`src/sv/crtc_pkg.sv`:
```
// Shared types, codes and constants for the CRT controller raster timing unit.
// No dependencies; every other file imports this package.
`timescale 1ns / 1ps
package crtc_pkg;

  // Kind of request on the input channel
  typedef enum logic [1:0] {
    ACT_WRITE = 2'd0,
    ACT_READ  = 2'd1,
    ACT_TICK  = 2'd2,
    ACT_NONE  = 2'd3
  } action_t;

  // Port numbers (low nibble of the I/O address)
  localparam logic [3:0] PORT_INDEX  = 4'd4;
  localparam logic [3:0] PORT_DATA   = 4'd5;
  localparam logic [3:0] PORT_STATUS = 4'd10;

  // Register file
  localparam int NREGS = 18;
  localparam int REG_IDX_W = 5;

  localparam logic [REG_IDX_W-1:0] R_HDISP     = 5'd1;
  localparam logic [REG_IDX_W-1:0] R_SYNC_W    = 5'd3;
  localparam logic [REG_IDX_W-1:0] R_VTOTAL    = 5'd4;
  localparam logic [REG_IDX_W-1:0] R_VADJ      = 5'd5;
  localparam logic [REG_IDX_W-1:0] R_VDISP     = 5'd6;
  localparam logic [REG_IDX_W-1:0] R_VSYNC_POS = 5'd7;
  localparam logic [REG_IDX_W-1:0] R_MODE      = 5'd8;
  localparam logic [REG_IDX_W-1:0] R_MAXSCAN   = 5'd9;
  localparam logic [REG_IDX_W-1:0] R_CUR_START = 5'd10;
  localparam logic [REG_IDX_W-1:0] R_CUR_END   = 5'd11;
  localparam logic [REG_IDX_W-1:0] R_START_HI  = 5'd12;
  localparam logic [REG_IDX_W-1:0] R_START_LO  = 5'd13;

  // Output raster line counter wraps here
  localparam int LINE_WRAP = 720;

  // Status bits
  localparam int ST_DISP_OFF = 0;
  localparam int ST_VSYNC    = 3;

  // Writable bits of each register; out-of-range index writes nothing
  function automatic logic [7:0] reg_mask(input logic [REG_IDX_W-1:0] idx);
    logic [7:0] m;
    case (idx)
      5'd4, 5'd6, 5'd7, 5'd10: m = 8'h7f;
      5'd5, 5'd9, 5'd11:       m = 8'h1f;
      5'd8:                    m = 8'hf3;
      5'd12, 5'd14:            m = 8'h3f;
      5'd0, 5'd1, 5'd2, 5'd3,
      5'd13, 5'd15, 5'd16,
      5'd17:                   m = 8'hff;
      default:                 m = 8'h00;
    endcase
    return m;
  endfunction

  // Register values the raster logic looks at
  typedef struct packed {
    logic [7:0] hdisp;
    logic [7:0] sync_w;
    logic [7:0] vtotal;
    logic [7:0] vadj;
    logic [7:0] vdisp;
    logic [7:0] vsync_pos;
    logic [7:0] mode;
    logic [7:0] maxscan;
    logic [7:0] cur_start;
    logic [7:0] cur_end;
    logic [7:0] start_hi;
    logic [7:0] start_lo;
  } timing_regs_t;

  // Raster state as shown in a result
  typedef struct packed {
    logic [3:0]  status;
    logic [15:0] row_address;
    logic [4:0]  scan_line;
    logic [6:0]  row_count;
    logic        display_enable;
    logic        cursor_visible;
    logic        line_half;
    logic [9:0]  display_line;
  } raster_view_t;

endpackage

```
`src/sv/crtc_regfile.sv`:
```
// CRTC register file: index register, masked register writes and port reads.
// Depends on crtc_pkg.
`timescale 1ns / 1ps
module crtc_regfile (
  input  logic                  clk,
  input  logic                  rst_n,
  input  logic                  commit,
  input  crtc_pkg::action_t     action,
  input  logic [3:0]            port,
  input  logic [7:0]            data,
  input  logic [3:0]            status_cur,
  output crtc_pkg::timing_regs_t tregs,
  output logic [7:0]            read_data
);
  import crtc_pkg::*;

  logic [7:0]           regs_r [NREGS];
  logic [REG_IDX_W-1:0] index_r;
  logic                 index_ok;

  assign index_ok = ({27'd0, index_r} < NREGS);

  // Index and register writes
  always_ff @(posedge clk) begin
    if (!rst_n) begin
      index_r <= '0;
      for (int i = 0; i < NREGS; i++) regs_r[i] <= '0;
    end else if (commit && action == ACT_WRITE) begin
      if (port == PORT_INDEX) begin
        index_r <= data[REG_IDX_W-1:0];
      end else if (port == PORT_DATA && index_ok) begin
        regs_r[index_r] <= data & reg_mask(index_r);
      end
    end
  end

  // Port read mux; only reads return data
  always_comb begin
    read_data = 8'h00;
    if (action == ACT_READ) begin
      case (port)
        PORT_INDEX:  read_data = {3'd0, index_r};
        PORT_DATA:   read_data = index_ok ? regs_r[index_r] : 8'h00;
        PORT_STATUS: read_data = {4'd0, status_cur};
        default:     read_data = 8'hff;
      endcase
    end
  end

  // Fixed taps for the raster logic
  assign tregs.hdisp     = regs_r[R_HDISP];
  assign tregs.sync_w    = regs_r[R_SYNC_W];
  assign tregs.vtotal    = regs_r[R_VTOTAL];
  assign tregs.vadj      = regs_r[R_VADJ];
  assign tregs.vdisp     = regs_r[R_VDISP];
  assign tregs.vsync_pos = regs_r[R_VSYNC_POS];
  assign tregs.mode      = regs_r[R_MODE];
  assign tregs.maxscan   = regs_r[R_MAXSCAN];
  assign tregs.cur_start = regs_r[R_CUR_START];
  assign tregs.cur_end   = regs_r[R_CUR_END];
  assign tregs.start_hi  = regs_r[R_START_HI];
  assign tregs.start_lo  = regs_r[R_START_LO];

endmodule

```
`src/sv/crtc_raster.sv`:
```
// CRTC raster counters: half-line tick handling for address, scanline, rows,
// vertical adjust, vsync, cursor and blink. Depends on crtc_pkg.
`timescale 1ns / 1ps
module crtc_raster (
  input  logic                   clk,
  input  logic                   rst_n,
  input  logic                   tick,
  input  crtc_pkg::timing_regs_t tregs,
  output logic [3:0]             status_cur,
  output crtc_pkg::raster_view_t view_nxt
);
  import crtc_pkg::*;

  logic        half_r, half_nxt;
  logic        dbl_r, dbl_nxt;
  logic [4:0]  scan_r, scan_nxt;
  logic [6:0]  row_r, row_nxt;
  logic [15:0] addr_r, addr_nxt;
  logic [15:0] rstart_r, rstart_nxt;
  logic [4:0]  adj_r, adj_nxt;
  logic [4:0]  vs_r, vs_nxt;
  logic        cwin_r, cwin_nxt;
  logic        blon_r, blon_nxt;
  logic [4:0]  blink_r, blink_nxt;
  logic        disp_r, disp_nxt;
  logic [3:0]  st_r, st_nxt;
  logic [9:0]  line_r, line_nxt;

  logic        dscan;
  logic [15:0] start_addr;
  logic [10:0] line_inc;
  logic [4:0]  vs_dec;

  // Scanline compare, also matching half the value in double-scan mode
  function automatic logic scan_match(input logic [4:0] sc, input logic [4:0] v,
                                      input logic ds);
    return (sc == v) || (ds && sc == {1'b0, v[4:1]});
  endfunction

  assign dscan      = (tregs.mode[1:0] == 2'b11);
  assign start_addr = {2'b00, tregs.start_hi[5:0], tregs.start_lo};
  assign line_inc   = {1'b0, line_r} + 11'd1;
  assign vs_dec     = vs_r - 5'd1;

  // Next raster state for a tick
  always_comb begin
    half_nxt   = half_r;
    dbl_nxt    = dbl_r;
    scan_nxt   = scan_r;
    row_nxt    = row_r;
    addr_nxt   = addr_r;
    rstart_nxt = rstart_r;
    adj_nxt    = adj_r;
    vs_nxt     = vs_r;
    cwin_nxt   = cwin_r;
    blon_nxt   = blon_r;
    blink_nxt  = blink_r;
    disp_nxt   = disp_r;
    st_nxt     = st_r;
    line_nxt   = line_r;
    if (tick && !half_r) begin
      // first half-line
      st_nxt[ST_DISP_OFF] = 1'b1;
      half_nxt = 1'b1;
      if (disp_r) addr_nxt = addr_r + {8'd0, tregs.hdisp};
      if ({1'b0, row_r} == tregs.vsync_pos && scan_r == 5'd0) st_nxt[ST_VSYNC] = 1'b1;
      line_nxt = (line_inc >= 11'(LINE_WRAP)) ? 10'd0 : line_inc[9:0];
    end else if (tick) begin
      // second half-line
      if (disp_r) st_nxt[ST_DISP_OFF] = 1'b0;
      half_nxt = 1'b0;
      dbl_nxt  = ~dbl_r;
      if (!dbl_r) begin
        // first of the doubled pair: rescan the same row
        addr_nxt = rstart_r;
      end else begin
        if (vs_r != 5'd0) begin
          vs_nxt = vs_dec;
          if (vs_dec == 5'd0) st_nxt[ST_VSYNC] = 1'b0;
        end
        if (scan_match(scan_r, tregs.cur_end[4:0], dscan)) cwin_nxt = 1'b0;
        if (adj_r != 5'd0) begin
          // vertical adjust lines
          scan_nxt = scan_r + 5'd1;
          addr_nxt = rstart_r;
          adj_nxt  = adj_r - 5'd1;
          if (adj_r == 5'd1) begin
            disp_nxt   = 1'b1;
            addr_nxt   = start_addr;
            rstart_nxt = start_addr;
            scan_nxt   = 5'd0;
          end
        end else if (scan_match(scan_r, tregs.maxscan[4:0], dscan)) begin
          // end of character row
          rstart_nxt = addr_r;
          scan_nxt   = 5'd0;
          row_nxt    = row_r + 7'd1;
          if ({1'b0, row_nxt} == tregs.vdisp) disp_nxt = 1'b0;
          if ({1'b0, row_r} == tregs.vtotal) begin
            row_nxt = 7'd0;
            adj_nxt = tregs.vadj[4:0];
            if (tregs.vadj[4:0] == 5'd0) begin
              disp_nxt   = 1'b1;
              addr_nxt   = start_addr;
              rstart_nxt = start_addr;
            end
            blon_nxt = (tregs.cur_start[6:5] == 2'b01) ? 1'b0 : blink_r[4];
          end
          if ({1'b0, row_nxt} == tregs.vsync_pos) begin
            disp_nxt  = 1'b0;
            line_nxt  = 10'd0;
            vs_nxt    = {1'b0, tregs.sync_w[7:4]} + 5'd1;
            blink_nxt = blink_r + 5'd1;
          end
        end else begin
          scan_nxt = scan_r + 5'd1;
          addr_nxt = rstart_r;
        end
        if (scan_match(scan_nxt, tregs.cur_start[4:0], dscan)) cwin_nxt = 1'b1;
      end
    end
  end

  // State registers
  always_ff @(posedge clk) begin
    if (!rst_n) begin
      half_r   <= 1'b0;
      dbl_r    <= 1'b0;
      scan_r   <= '0;
      row_r    <= '0;
      addr_r   <= '0;
      rstart_r <= '0;
      adj_r    <= '0;
      vs_r     <= '0;
      cwin_r   <= 1'b0;
      blon_r   <= 1'b0;
      blink_r  <= '0;
      disp_r   <= 1'b0;
      st_r     <= '0;
      line_r   <= '0;
    end else begin
      half_r   <= half_nxt;
      dbl_r    <= dbl_nxt;
      scan_r   <= scan_nxt;
      row_r    <= row_nxt;
      addr_r   <= addr_nxt;
      rstart_r <= rstart_nxt;
      adj_r    <= adj_nxt;
      vs_r     <= vs_nxt;
      cwin_r   <= cwin_nxt;
      blon_r   <= blon_nxt;
      blink_r  <= blink_nxt;
      disp_r   <= disp_nxt;
      st_r     <= st_nxt;
      line_r   <= line_nxt;
    end
  end

  assign status_cur = st_r;

  // State after this request, for the result
  assign view_nxt.status         = st_nxt;
  assign view_nxt.row_address    = addr_nxt;
  assign view_nxt.scan_line      = scan_nxt;
  assign view_nxt.row_count      = row_nxt;
  assign view_nxt.display_enable = disp_nxt;
  assign view_nxt.cursor_visible = cwin_nxt & blon_nxt;
  assign view_nxt.line_half      = dbl_nxt;
  assign view_nxt.display_line   = line_nxt;

endmodule

```
`src/sv/crt_controller_raster_timing_unit.sv`:
```
// Top level of the CRT controller raster timing unit: input register,
// register file, raster counters and result register. Depends on crtc_pkg.
//
//   channel | direction | handshake          | payload
//   in_     | input     | in_valid/in_stall  | action, port, data
//   out_    | output    | out_valid/out_stall| read_data, status, row_address,
//           |           |                    | scan_line, row_count, flags,
//           |           |                    | display_line
//
// One request per clock while out_stall is low: a request is held in the input
// register and resolved into the result register once that one is free.
// The counter update of a tick is the longest path (one 16-bit add plus compares).
// Reset (rst_n low, synchronous) empties both stages, clears regfile and counters.
// With out_stall high and a result waiting, the input register holds its request
// and in_stall rises once it is full.
`timescale 1ns / 1ps
module crt_controller_raster_timing_unit (
  input  logic        clk,
  input  logic        rst_n,
  input  logic        in_valid,
  output logic        in_stall,
  input  logic [1:0]  in_action,
  input  logic [3:0]  in_port,
  input  logic [7:0]  in_data,
  output logic        out_valid,
  input  logic        out_stall,
  output logic [7:0]  out_read_data,
  output logic [3:0]  out_status,
  output logic [15:0] out_row_address,
  output logic [4:0]  out_scan_line,
  output logic [6:0]  out_row_count,
  output logic        out_display_enable,
  output logic        out_cursor_visible,
  output logic        out_line_half,
  output logic [9:0]  out_display_line
);
  import crtc_pkg::*;

  logic         s1_valid_r;
  action_t      s1_action_r;
  logic [3:0]   s1_port_r;
  logic [7:0]   s1_data_r;
  logic         advance;
  logic         commit;
  logic         in_take;

  timing_regs_t tregs;
  logic [7:0]   read_data;
  logic [3:0]   status_cur;
  raster_view_t view_nxt;

  logic         out_valid_r;
  logic [7:0]   out_rd_r;
  raster_view_t out_view_r;

  // Handshake: the result register frees up when empty or taken
  assign advance  = !out_valid_r || !out_stall;
  assign commit   = s1_valid_r && advance;
  assign in_stall = s1_valid_r && !advance;
  assign in_take  = in_valid && !in_stall;

  // Input register
  always_ff @(posedge clk) begin
    if (!rst_n) begin
      s1_valid_r <= 1'b0;
    end else if (in_take) begin
      s1_valid_r <= 1'b1;
    end else if (advance) begin
      s1_valid_r <= 1'b0;
    end
  end

  always_ff @(posedge clk) begin
    if (in_take) begin
      s1_action_r <= action_t'(in_action);
      s1_port_r   <= in_port;
      s1_data_r   <= in_data;
    end
  end

  crtc_regfile u_regfile (
    .clk        (clk),
    .rst_n      (rst_n),
    .commit     (commit),
    .action     (s1_action_r),
    .port       (s1_port_r),
    .data       (s1_data_r),
    .status_cur (status_cur),
    .tregs      (tregs),
    .read_data  (read_data)
  );

  crtc_raster u_raster (
    .clk        (clk),
    .rst_n      (rst_n),
    .tick       (commit && s1_action_r == ACT_TICK),
    .tregs      (tregs),
    .status_cur (status_cur),
    .view_nxt   (view_nxt)
  );

  // Result register
  always_ff @(posedge clk) begin
    if (!rst_n) begin
      out_valid_r <= 1'b0;
    end else if (advance) begin
      out_valid_r <= s1_valid_r;
    end
  end

  always_ff @(posedge clk) begin
    if (commit) begin
      out_rd_r   <= read_data;
      out_view_r <= view_nxt;
    end
  end

  assign out_valid          = out_valid_r;
  assign out_read_data      = out_rd_r;
  assign out_status         = out_view_r.status;
  assign out_row_address    = out_view_r.row_address;
  assign out_scan_line      = out_view_r.scan_line;
  assign out_row_count      = out_view_r.row_count;
  assign out_display_enable = out_view_r.display_enable;
  assign out_cursor_visible = out_view_r.cursor_visible;
  assign out_line_half      = out_view_r.line_half;
  assign out_display_line   = out_view_r.display_line;

endmodule

```
`config.mk`:
```
export PLATFORM = sky130hd
export DESIGN_NAME = crt_controller_raster_timing_unit
export DESIGN_NICKNAME = d
export VERILOG_FILES = /design/src/sv/crtc_pkg.sv /design/src/sv/crtc_regfile.sv /design/src/sv/crtc_raster.sv /design/src/sv/crt_controller_raster_timing_unit.sv
export SDC_FILE = /design/constraint.sdc
export NUM_CORES = 1
export LEC_CHECK = 0
export CAP_MARGIN = 25
export CELL_PAD_IN_SITES_DETAIL_PLACEMENT = 0
export CELL_PAD_IN_SITES_GLOBAL_PLACEMENT = 2
export CORE_MARGIN = 4
export CORE_UTILIZATION = 35
export DETAILED_ROUTE_END_ITERATION = 8
export DONT_BUFFER_PORTS = 1
export GPL_TIMING_DRIVEN = 1
export PLACE_DENSITY_LB_ADDON = 0.1
export SYNTH_ARGS = -nofsm -noshare
export SYNTH_HDL_FRONTEND = slang
export SYNTH_SLANG_ARGS = --single-unit
```
`constraint.sdc`:
```
create_clock -name clk -period 5.1 [get_ports clk]
set_input_delay 0.255 -clock clk [delete_from_list [all_inputs] [get_ports clk]]
set_output_delay 0.255 -clock clk [all_outputs]
set_load 0.03 [all_outputs]
```
## Word-level counts from Yosys, hierarchy flattened

Memories as Yosys holds them, arrays and structs flattened. A register that Yosys moved wholly into a read port is not among the register bits.
Index checks and enable logic that the tools add are counted.

- Memories kept: 2
- Memory bits (writable): 144
- Word-level logic and storage cells: 199
- Register bits: 148
- ROM bits: 256
- Bits in latches: 0
- Output and inout bits: 55

Memory list:

| name | words | bits a word | rd ports | clocked after memory_dff | wr ports | line | text |
|---|---|---|---|---|---|---|---|
| (name not given) | 32 | 8 | 1 | 1 | 0 | crtc_pkg.sv:46 | `case (idx)` |
| u_regfile.regs_r | 18 | 8 | 13 | 1 | 18 | crtc_regfile.sv:17 | `logic [7:0] regs_r [NREGS];` |

- Div/mod/pow operators: 0
- Bitwise operators: 5
- Multipliers: 0
- Eq/ne operators: 18
- Reductions and logical operators: 36
- Add/sub/neg operators: 8
- Magnitude comparators: 2
- Mux-type cells: 99
- Shift-type cells: 0

Operators by type and width:

| kind | number |
|---|---|
| 16-bit 2-to-1 mux | 9 |
| 5-bit 2-to-1 mux | 21 |
| 7-bit 2-to-1 mux | 11 |
| 10-bit 2-to-1 mux | 7 |
| 8-bit 2-to-1 mux | 6 |
| 1-bit 2-to-1 mux | 44 |
| 7-bit by 8-bit == test with 1-bit output | 4 |
| 8-bit one-hot mux with 3 select lines | 1 |
| 16-bit by 8-bit adder with 16-bit output | 1 |
| 5-bit by 4-bit == test with 1-bit output | 3 |
| 5-bit == test | 3 |
| 5-bit logical NOT | 3 |
| 10-bit by 1-bit adder with 11-bit output (second input constant) | 1 |
| 11-bit by 10-bit greater-or-equal comparator with 1-bit output (second input constant) | 1 |
| 1-bit logical AND | 11 |
| 5-bit by 1-bit adder with 5-bit output (second input constant) | 2 |
| 5-bit nonzero test | 2 |
| 5-bit by 1-bit subtractor with 5-bit output (second input constant) | 2 |
| 8-bit bitwise AND | 1 |
| 4-bit by 3-bit == test with 1-bit output (second input constant) | 2 |
| 2-bit nonzero test | 4 |
| 8-bit OR reduction | 1 |
| 7-bit by 1-bit adder with 7-bit output (second input constant) | 1 |
| 6-bit AND reduction | 1 |
| 14 further kinds | 26 |

## Longest topological paths before layout

Gate-level depths: netlist of run 1.
An unclocked memory read counts as a cell.

- Depth in word-level cells: 17
- Gate-level depth with buffers: 11

## Modules after synthesis

From an unflattened synthesis of run 1, not the netlist that was laid out.

- Cells, all modules: 1619
- Area total of the unflattened synthesis: 19712.7 sq um

By module, submodules not included:

| module | area each (sq um) | seq. area each (sq um) | cells each | instances |
|---|---|---|---|---|
| crtc_regfile | 11822.6 | 7987.7 | 813 | 1 |
| crtc_raster | 5781.8 | 1521.5 | 730 | 1 |
| crt_controller_raster_timing_unit | 2108.3 | 2052.0 | 76 | 1 |

## Worst setup path before layout of run 1

Ideal clock, no wire load.

- Kind: flip-flop to flip-flop
- Start: register u_raster.addr_r[0]
- End: register out_view_r (netlist bit out_row_address[12]) (data pin)
- Buffers on the path: 0
- Arrival time: 2409 ps
- Path slack: 2436 ps
- Cell stages (with the launch flop): 12
- Required time: 4845 ps
- Cells stage by stage: dfxtp_1 -> ha_1 -> inv_1 -> fa_1 -> nor2b_1 -> o21ai_0 -> a21boi_0 -> o31ai_1 -> a2111oi_0 -> xnor2_1 -> a21oi_1 -> and2_1

- Longest elaborated chain between the ends: 3

RTL lines:

| item | line | text |
|---|---|---|
| start, declared | crtc_raster.sv:18 | `logic [15:0] addr_r, addr_nxt;` |
| start signal, assigned | crtc_raster.sv:146 | `addr_r <= addr_nxt;` |
| 16-bit by 8-bit adder with 16-bit output | crtc_raster.sv:65 | `if (disp_r) addr_nxt = addr_r + {8'd0, tregs.hdisp};` |
| 16-bit 2-to-1 mux | crtc_raster.sv:65 |  |
| 16-bit 2-to-1 mux | crtc_raster.sv:61 | `if (tick && !half_r) begin` |
| named net u_raster.addr_nxt[12] | crtc_raster.sv:18 |  |
| end signal, assigned | crt_controller_raster_timing_unit.sv:114 | `out_view_r <= view_nxt;` |
| end, declared | crt_controller_raster_timing_unit.sv:54 | `raster_view_t out_view_r;` |

The timed path passes the listed nets, and every way through them passes these cells.
A chain may end at the register's enable or synchronous reset.

## Worst setup path after layout of run 1

- Start: register out_valid_r (netlist: out_valid)
- End: register u_raster.row_r[6]

- Longest elaborated chain between the ends: 6
- Elaborated cells between the ends (all ways): 7

RTL lines:

| item | line | text |
|---|---|---|
| start, declared | crt_controller_raster_timing_unit.sv:52 | `logic out_valid_r;` |
| start signal, assigned | crt_controller_raster_timing_unit.sv:107 | `out_valid_r <= s1_valid_r;` |
| 1-bit logical NOT (*) | crt_controller_raster_timing_unit.sv:57 | `assign advance = !out_valid_r \|\| !out_stall;` |
| 1-bit logical OR (*) | crt_controller_raster_timing_unit.sv:57 |  |
| 1-bit logical AND (*) | crt_controller_raster_timing_unit.sv:58 | `assign commit = s1_valid_r && advance;` |
| 1-bit logical AND (*) | crt_controller_raster_timing_unit.sv:96 | `.tick (commit && s1_action_r == ACT_TICK),` |
| 7-bit 2-to-1 mux or 1-bit logical AND (tied branches) | crtc_raster.sv:68, crtc_raster.sv:61 |  |
| 7-bit 2-to-1 mux (*) | crtc_raster.sv:61 |  |
| named net u_raster.row_nxt[6] | crtc_raster.sv:17 | `logic [6:0] row_r, row_nxt;` |
| end signal, assigned | crtc_raster.sv:145 | `row_r <= row_nxt;` |
| end, declared | crtc_raster.sv:17 |  |

Mark *: on every way through the listed nets, which the timed path passes. The rest lies on a longest branch.

==> results_dict.tcl, run 1 <==
set metrics [dict create \
    slew_headroom_pct 42.4 \
    drive_above_1_share_pct 13.8 \
    synth_edf_count 321 \
    hp-class "in2reg" \
    mostFrequentLayoutCells "321 x edfxtp_1, 213 x nor2_1, 114 x conb_1" \
    setup_violations 0 \
    post-route-util_pct 40.8 \
    finClkSkew_ns 0.0301 \
    outcome "finished, final reports clean" \
    cts_tree "built" \
    cts_buffer_depth 3 \
    drtIter0Drc 766 \
    fin_crit_ns 3.49 \
    p_comb_share_pct 3.2 \
    ctsResizeCount 0 \
    cp-end-kind "flip-flop" \
    die_w_um 242 \
    vias_per_cell 5.21 \
    die-area_sq_mm 0.0587 \
    ant_nets 0 \
    wirelength_mm 53.0 \
    power_density_mw_per_mm2 344 \
    power.switching_mw 1.65 \
    ys_ff_latch 414 \
    final_common_cell "edfxtp_1" \
    tns_ns 0 \
    place_hpwl_mm 36.9 \
    cp-start-kind "flip-flop" \
    drc 0 \
    fin_crit_sh_pct 68.4 \
    grt_start_max_net_pins 60 \
    rows 85 \
    ys_seq_area_share_pct 59.9 \
    cp.required_ns 5.63 \
    io_buffers 0 \
    ctsHtreeMaxLevel 2 \
    crit_type "reg2reg" \
    place.gp.congestion 0.798 \
    power_leakage_nw 7.80 \
    rsz0062_at_grt "false" \
    route.vias.total 12200 \
    fin_nets 1652 \
    p_seq_share_pct 50.2 \
    antenna_found_initial 0 \
    post_synth.cell_area_avg_sq_um 12.8 \
    cts_hold_buf 17 \
    clock_sinks 414 \
    worst_slew_pin_slew_ns 0.859 \
    syn_inst 1506 \
    cts.clk_slew.worst_paths_ns 0.06 \
    cp_max_fo 18 \
    numCtsBuffers 47 \
    pin_count 73 \
    clkPwrFrac_pct 46.6 \
    hold_ws_ns 0.0297 \
    antenna_cells 0 \
    p_int_mw 5.97 \
    synth_cell_types 96 \
    post_drt_wl_per_cell_um 22.6 \
    finalHoldViolations 0 \
    ys_warn_count 0 \
    synthFlopType "edfxtp_1" \
    vdd_drop_max_mv 0.238 \
    cap_violations 0 \
    syn-cell-area_sq_mm 0.0192 \
    dr.pass1.iters 5 \
    cts_setup_buffers 0 \
    grt_pass1_vias 12100 \
    arrival_ns 4.01 \
    grtUsageTotal_pct 17.9 \
    switching_share_pct 21.6 \
    grt_remaining_overflow 0 \
    clkLatencyLatePin_ns 0.59 \
    ys_async_sr_fraction_pct 0 \
    coreArea_sq_mm 0.0541 \
    cts_root_buffer "clkbuf_16" \
    grt_pass1_wl_mm 79.6 \
    fmax_mhz 287 \
    start_util_pct 35.5 \
    die_h_um 242 \
    drv_slew 0 \
    synthToLayoutAreaGrowth_pct 15.1 \
]
routing by layer:
| layer | vias up | track usage (%) | part of all wire, % |
|---|---|---|---|
| li1 | 5745 | - | - |
| met1 | 6173 | 25.0 | 46 |
| met2 | 239 | 29.5 | 48 |
| met3 | 64 | 2.36 | 3.4 |
| met4 | 0 | 5.00 | 2.2 |
| met5 | - | 0 | 0 |
registers in the layout (all words and copies together), names as in the netlist, 2 cells and up, named ones only:
| name | flops |
|---|---|
| u_raster.rstart_r | 16 |
| s1_port_r | 4 |
| out_display_line | 10 |
| s1_data_r | 8 |
| out_row_count | 7 |
| out_status | 2 |
| u_regfile.index_r | 5 |
| u_raster.vs_r | 5 |
| u_raster.status_cur | 2 |
| out_scan_line | 5 |
| u_raster.row_r | 7 |
| u_raster.line_r | 10 |
| s1_action_r | 2 |
| u_raster.addr_r | 16 |
| u_regfile.regs_r | 256 |
| out_row_address | 16 |
| u_raster.blink_r | 5 |
| u_raster.scan_r | 5 |
| u_raster.adj_r | 5 |
| out_read_data | 8 |
layout make-up:
class | count | area [sq um]
Fill cell | 5148 | 32000
Sequential cell | 414 | 11500
Multi-Input combinational cell | 1069 | 7540
Clock buffer | 69 | 1430
Tap cell | 696 | 871
Timing Repair Buffer | 38 | 394
Clock inverter | 18 | 205
Inverter | 42 | 158
synthesized netlist by cell type (8+ instances only):
cell type / instances / area (sq um)
mux2_2: 10 / 113
nor2b_1: 13 / 81.3
clkbuf_1: 47 / 176
xnor2_1: 40 / 350
nor2_1: 214 / 803
nand3_2: 10 / 100
xor2_1: 28 / 245
nand2b_1: 13 / 81.3
and3_1: 17 / 106
a21oi_1: 40 / 200
o31ai_1: 14 / 105
mux4_2: 80 / 1800
nor4_1: 8 / 50.1
buf_2: 28 / 140
edfxtp_1: 321 / 9640
nor3_1: 26 / 130
nand4_1: 11 / 68.8
nand3_1: 51 / 255
a221oi_1: 10 / 87.6
ha_1: 21 / 263
a22oi_1: 8 / 60.1
dfxtp_1: 93 / 1860
a31oi_1: 14 / 87.6
mux2i_1: 11 / 110
buf_4: 8 / 60.1
o21ai_0: 51 / 255
inv_1: 39 / 146
nand2_1: 104 / 390
and2_1: 31 / 194
worst max-delay path: stages (launching register included):
cell     delay (ns)
dfxtp_1        0.43
a21bo_2        0.28
nor2_4         0.13
nand2_2        0.07
buf_4          0.21
inv_2          0.26
and2_1         0.58
nand2_2        0.39
or3_1          0.56
o41ai_2        0.33
and2_1         0.16
cell families (layout without fill, tap and decap cells):
group           after synthesis  after routing  share of synthesized area, %
xor+xnor                     68             68                          3.10
compound gates              227            227                          8.24
mux                         101            101                          10.5
simple gates                537            537                          13.6
flops                       414            414                          59.9
other cells                   1            114                        0.0195
buf+inv                     136            167                          3.15
fa+ha+maj                    22             22                          1.47
metrics by stage:
stage	total power, mW	setup WS, ns	cells	area [sq um]
2_1_floorplan	4.03	2.44	1619	19600
3_3_place_gp	4.12	1.62	2240	20200
3_5_place_dp	4.12	1.58	2240	20200
4_1_cts	7.72	1.56	2344	22100
5_1_grt	7.88	1.29	2346	22100
6_report	7.62	1.61	2346	22100
power by group through the flow:
stage               Combinational [mW]  Sequential (mW)  Clock (mW)
finish                           0.243             3.82        3.55
global route                     0.268             3.83        3.78
CTS                              0.244             3.82        3.65
detailed placement               0.222             3.89           0
global placement                 0.223             3.89           0
floorplan                        0.168             3.86           0
worst paths after layout:
check                                     start                            endpoint  slack (ns)  cells after the start
max                      out_valid$_SDFFE_PN0N_        u_raster.row_r[6]$_SDFF_PN0_        1.61                     10
min                                    in_valid              s1_data_r[5]$_DFFE_PP_        0.03                      1
max reg2reg              out_valid$_SDFFE_PN0N_        u_raster.row_r[6]$_SDFF_PN0_        1.61                     10
min reg2reg  u_raster.rstart_r[15]$_SDFFE_PN0P_  u_raster.rstart_r[15]$_SDFFE_PN0P_        0.47                      2
No activity file was read; power rests on OpenSTA's default activity.
==> inputs of run 2 (changes only) <==
--- a/config.mk
+++ b/config.mk
@@ -5,6 +5,7 @@
 export SDC_FILE = /design/constraint.sdc
 export NUM_CORES = 1
 export LEC_CHECK = 0
+export ABC_AREA = 1
 export CAP_MARGIN = 25
 export CELL_PAD_IN_SITES_DETAIL_PLACEMENT = 0
 export CELL_PAD_IN_SITES_GLOBAL_PLACEMENT = 2
==> constraint.sdc (replaced) <==
create_clock -name clk -period 3.3 [get_ports clk]
set_input_delay 0.165 -clock clk [delete_from_list [all_inputs] [get_ports clk]]
set_output_delay 0.165 -clock clk [all_outputs]
set_load 0.03 [all_outputs]
==> run 2 against run 1 <==
Against the previous run:
- sequential share of layout area decreased by 1.5 points
- routed wire length up 12%
- global-route usage up 1.7 points
- hold slack better by 0.014 ns
- non-clock buffer count grew 31
- final area rose by 2.9%
- clock power rose by 52%
- via count is 21% higher
- synthesized cell count is 36% higher
- synthesized area up 1.9%
- largest power group unchanged
- highest routed layer unchanged
==> results_dict.tcl, run 2 <==
set metrics [dict create \
    p_seq_share_pct 50.7 \
    vdd_drop_max_mv 0.376 \
    ys_seq_area_share_pct 58.8 \
    drtIter0Drc 949 \
    ys_warn_count 0 \
    synth_top_area_share_pct 49.2 \
    fmax_mhz 335 \
    synth_cell_types 53 \
    synth.most_common_cell "nand2_1" \
    start_util_pct 35.5 \
    tns_ns 0 \
    grt_pass1_vias 14600 \
    clkLatencyLatePin_ns 0.60 \
    cp-end-kind "flip-flop" \
    die_h_um 244 \
    cts.clk_slew.worst_paths_ns 0.06 \
    largest_register_ffs 256 \
    cts_buffer_depth 3 \
    finClkSkew_ns 0.0197 \
    ys_ff_latch 414 \
    syn_inst 2053 \
    grt_pass1_wl_mm 90.1 \
    synthFlopType "edfxtp_1" \
    reg2regPathDepth 16 \
    mostFrequentLayoutCells "329 x nand2_1, 323 x nor2_1, 321 x edfxtp_1" \
    synth_edf_count 321 \
    power_leakage_nw 8.74 \
    numCtsBuffers 48 \
    final.fill_count 5506 \
    place_hpwl_mm 40.5 \
    rsz0062_at_grt "false" \
    grt_start_max_net_pins 127 \
    p_comb_share_pct 3.0 \
    finalHoldViolations 0 \
    yosys.area.top_type "edfxtp_1" \
    power.switching_mw 2.60 \
    rows 86 \
    ctsHtreeMaxLevel 2 \
    cts_root_buffer "clkbuf_16" \
    coreArea_sq_mm 0.0552 \
    outcome "finished, final reports clean" \
    ys_async_sr_fraction_pct 0 \
    power_density_mw_per_mm2 511 \
    top_register "u_regfile.regs_r" \
    design_area_sq_mm 0.0227 \
    grtUsageTotal_pct 19.6 \
    route.vias.total 14800 \
    drive_above_1_share_pct 9.21 \
    drc 0 \
    die-area_sq_mm 0.0598 \
    cp.required_ns 3.84 \
    worst_slew_pin_slew_ns 0.817 \
    vias_per_cell 4.98 \
    cap_violations 0 \
    arrival_ns 3.52 \
    clock_sinks 414 \
    slew_headroom_pct 45.6 \
    post_synth.cell_area_avg_sq_um 9.53 \
    io_buffers 0 \
    syn-cell-area_sq_mm 0.0196 \
    cp_max_fo 18 \
    fin_crit_ns 2.98 \
    drv_slew 0 \
    post_drt_wl_per_cell_um 20.0 \
    report.power.total_mw 11.6 \
    cp-start-kind "flip-flop" \
    fin_nets 2227 \
    dr.pass1.iters 5 \
    place.gp.congestion 0.857 \
    antenna_found_initial 0 \
    antenna_cells 0 \
    whs_path_depth 1 \
    fin_crit_sh_pct 90.3 \
    switching_share_pct 22.3 \
    synth_top_cells_by_area "edfxtp_1 49%, dfxtp_1 9.5%, nand2_1 6.3%, nor2_1 6.2%, o21ai_0 4.1%" \
    ys_top_cells_by_count "329 x nand2_1, 323 x nor2_1, 321 x edfxtp_1" \
    setup_violations 0 \
    pin_count 73 \
    die_w_um 244 \
    ant_nets 0 \
    place_area_sq_mm 0.0209 \
    clkPwrFrac_pct 46.3 \
    final_common_cell "nand2_1" \
    cts_tree "built" \
    crit_type "reg2reg" \
    grt_remaining_overflow 0 \
    p_int_mw 9.03 \
    hp-class "in2reg" \
    synthToLayoutAreaGrowth_pct 16.2 \
    wirelength_mm 59.5 \
]
==> run 2: cell types whose count changed after synthesis, moves of 20 or more <==
cell / delta
a21oi_1: +92
and2_1: -30
clkbuf_1: +21
inv_1: +133
mux4_2: -80
nand2_1: +225
nand2_2: +20
nand3_1: +72
nor2_1: +109
o21ai_0: +110
o221ai_1: +37
xnor2_1: -27
==> run 2: final cells by class <==
cell class / count / area, sq um / area share, %
Sequential cell: 414 / 11500 / 50.6
Clock inverter: 23 / 241 / 1.06
Inverter: 181 / 681 / 2.99
Clock buffer: 66 / 1350 / 5.94
Multi-Input combinational cell: 1473 / 7400 / 32.5
Timing Repair Buffer: 69 / 631 / 2.77
Tap cell: 748 / 936 / 4.12
==> run 2: logic make-up after synthesis <==
group / count (synthesis) / share of synthesized area [%]
buffers and inverters: 279 / 5.65
muxes: 1 / 0.0511
other: 1 / 0.0192
and+or+nand+nor: 887 / 20.0
xor gates and xnor gates: 44 / 1.97
DFF: 414 / 58.8
AOI/OAI and AO/OA: 405 / 12.1
adders and majority gates: 22 / 1.44
==> run 2: routing by layer <==
layer / GRT usage [%] / share of wire (%) / wire [um]
met5: 0 / 0 / 0
met4: 4.75 / 2.1 / 1220
met3: 2.99 / 4.0 / 2400
met2: 33.4 / 48 / 28900
met1: 26.4 / 45 / 27000
==> run 2: power groups by stage <==
stage	logic, mW	registers (mW)	clock network (mW)
global route	0.393	5.91	5.75
detailed placement	0.317	6.01	0
floorplan	0.223	5.97	0
finish	0.350	5.89	5.38
CTS	0.352	5.90	5.54
global placement	0.317	6.00	0
==> run 2: path summary, 6_finish.rpt <==
check                                          from                                     to  slack, ns
hold reg to reg   u_raster.rstart_r[7]$_SDFFE_PN0P_      u_raster.rstart_r[7]$_SDFFE_PN0P_       0.46
hold / removal                                rst_n  u_regfile.regs_r[12][1]$_SDFFCE_PN0P_       0.04
setup / recovery      u_raster.scan_r[0]$_SDFF_PN0_          u_raster.addr_r[9]$_SDFF_PN0_       0.32
setup reg to reg      u_raster.scan_r[0]$_SDFF_PN0_          u_raster.addr_r[9]$_SDFF_PN0_       0.32
==> run 2: repair_timing <==
action                                 in CTS  in global routing
setup endpoints to repair                   0                  1
hold buffers                               21                  0
gates resized for setup                     0                  1
endpoints found under the hold margin      74                  0
setup buffers                               0                  0
==> run 2: stage by stage <==
step / hold WS (ns) / instances / setup slack [ns] / util, %
2_1_floorplan: 0.264 / 2166 / 0.988 / -
4_1_cts: 0.000588 / 2974 / 0.220 / 41.2
3_3_place_gp: 0.264 / 2864 / 0.371 / 37.9
6_report: 0.0434 / 2974 / 0.319 / 41.2
5_1_grt: 0.0389 / 2974 / 0.0260 / 41.2
3_5_place_dp: 0.264 / 2864 / 0.341 / 37.9
==> run 2: critical path: stages, from the launching register on <==
cell and delay [ns]:
dfxtp_1 0.55, inv_2 0.13, nand2_1 0.08, nand2_1 0.05, nor2_1 0.10, nand3_1 0.08, nand2_1 0.16, nand2_2 0.29
a21oi_2 0.20, buf_4 0.25, nand2_1 0.07, o2111ai_1 0.09, nand2_1 0.10, nand3_1 0.10, nand2_1 0.05, dlygate4sd3_1 0.55
inv_1 0.05
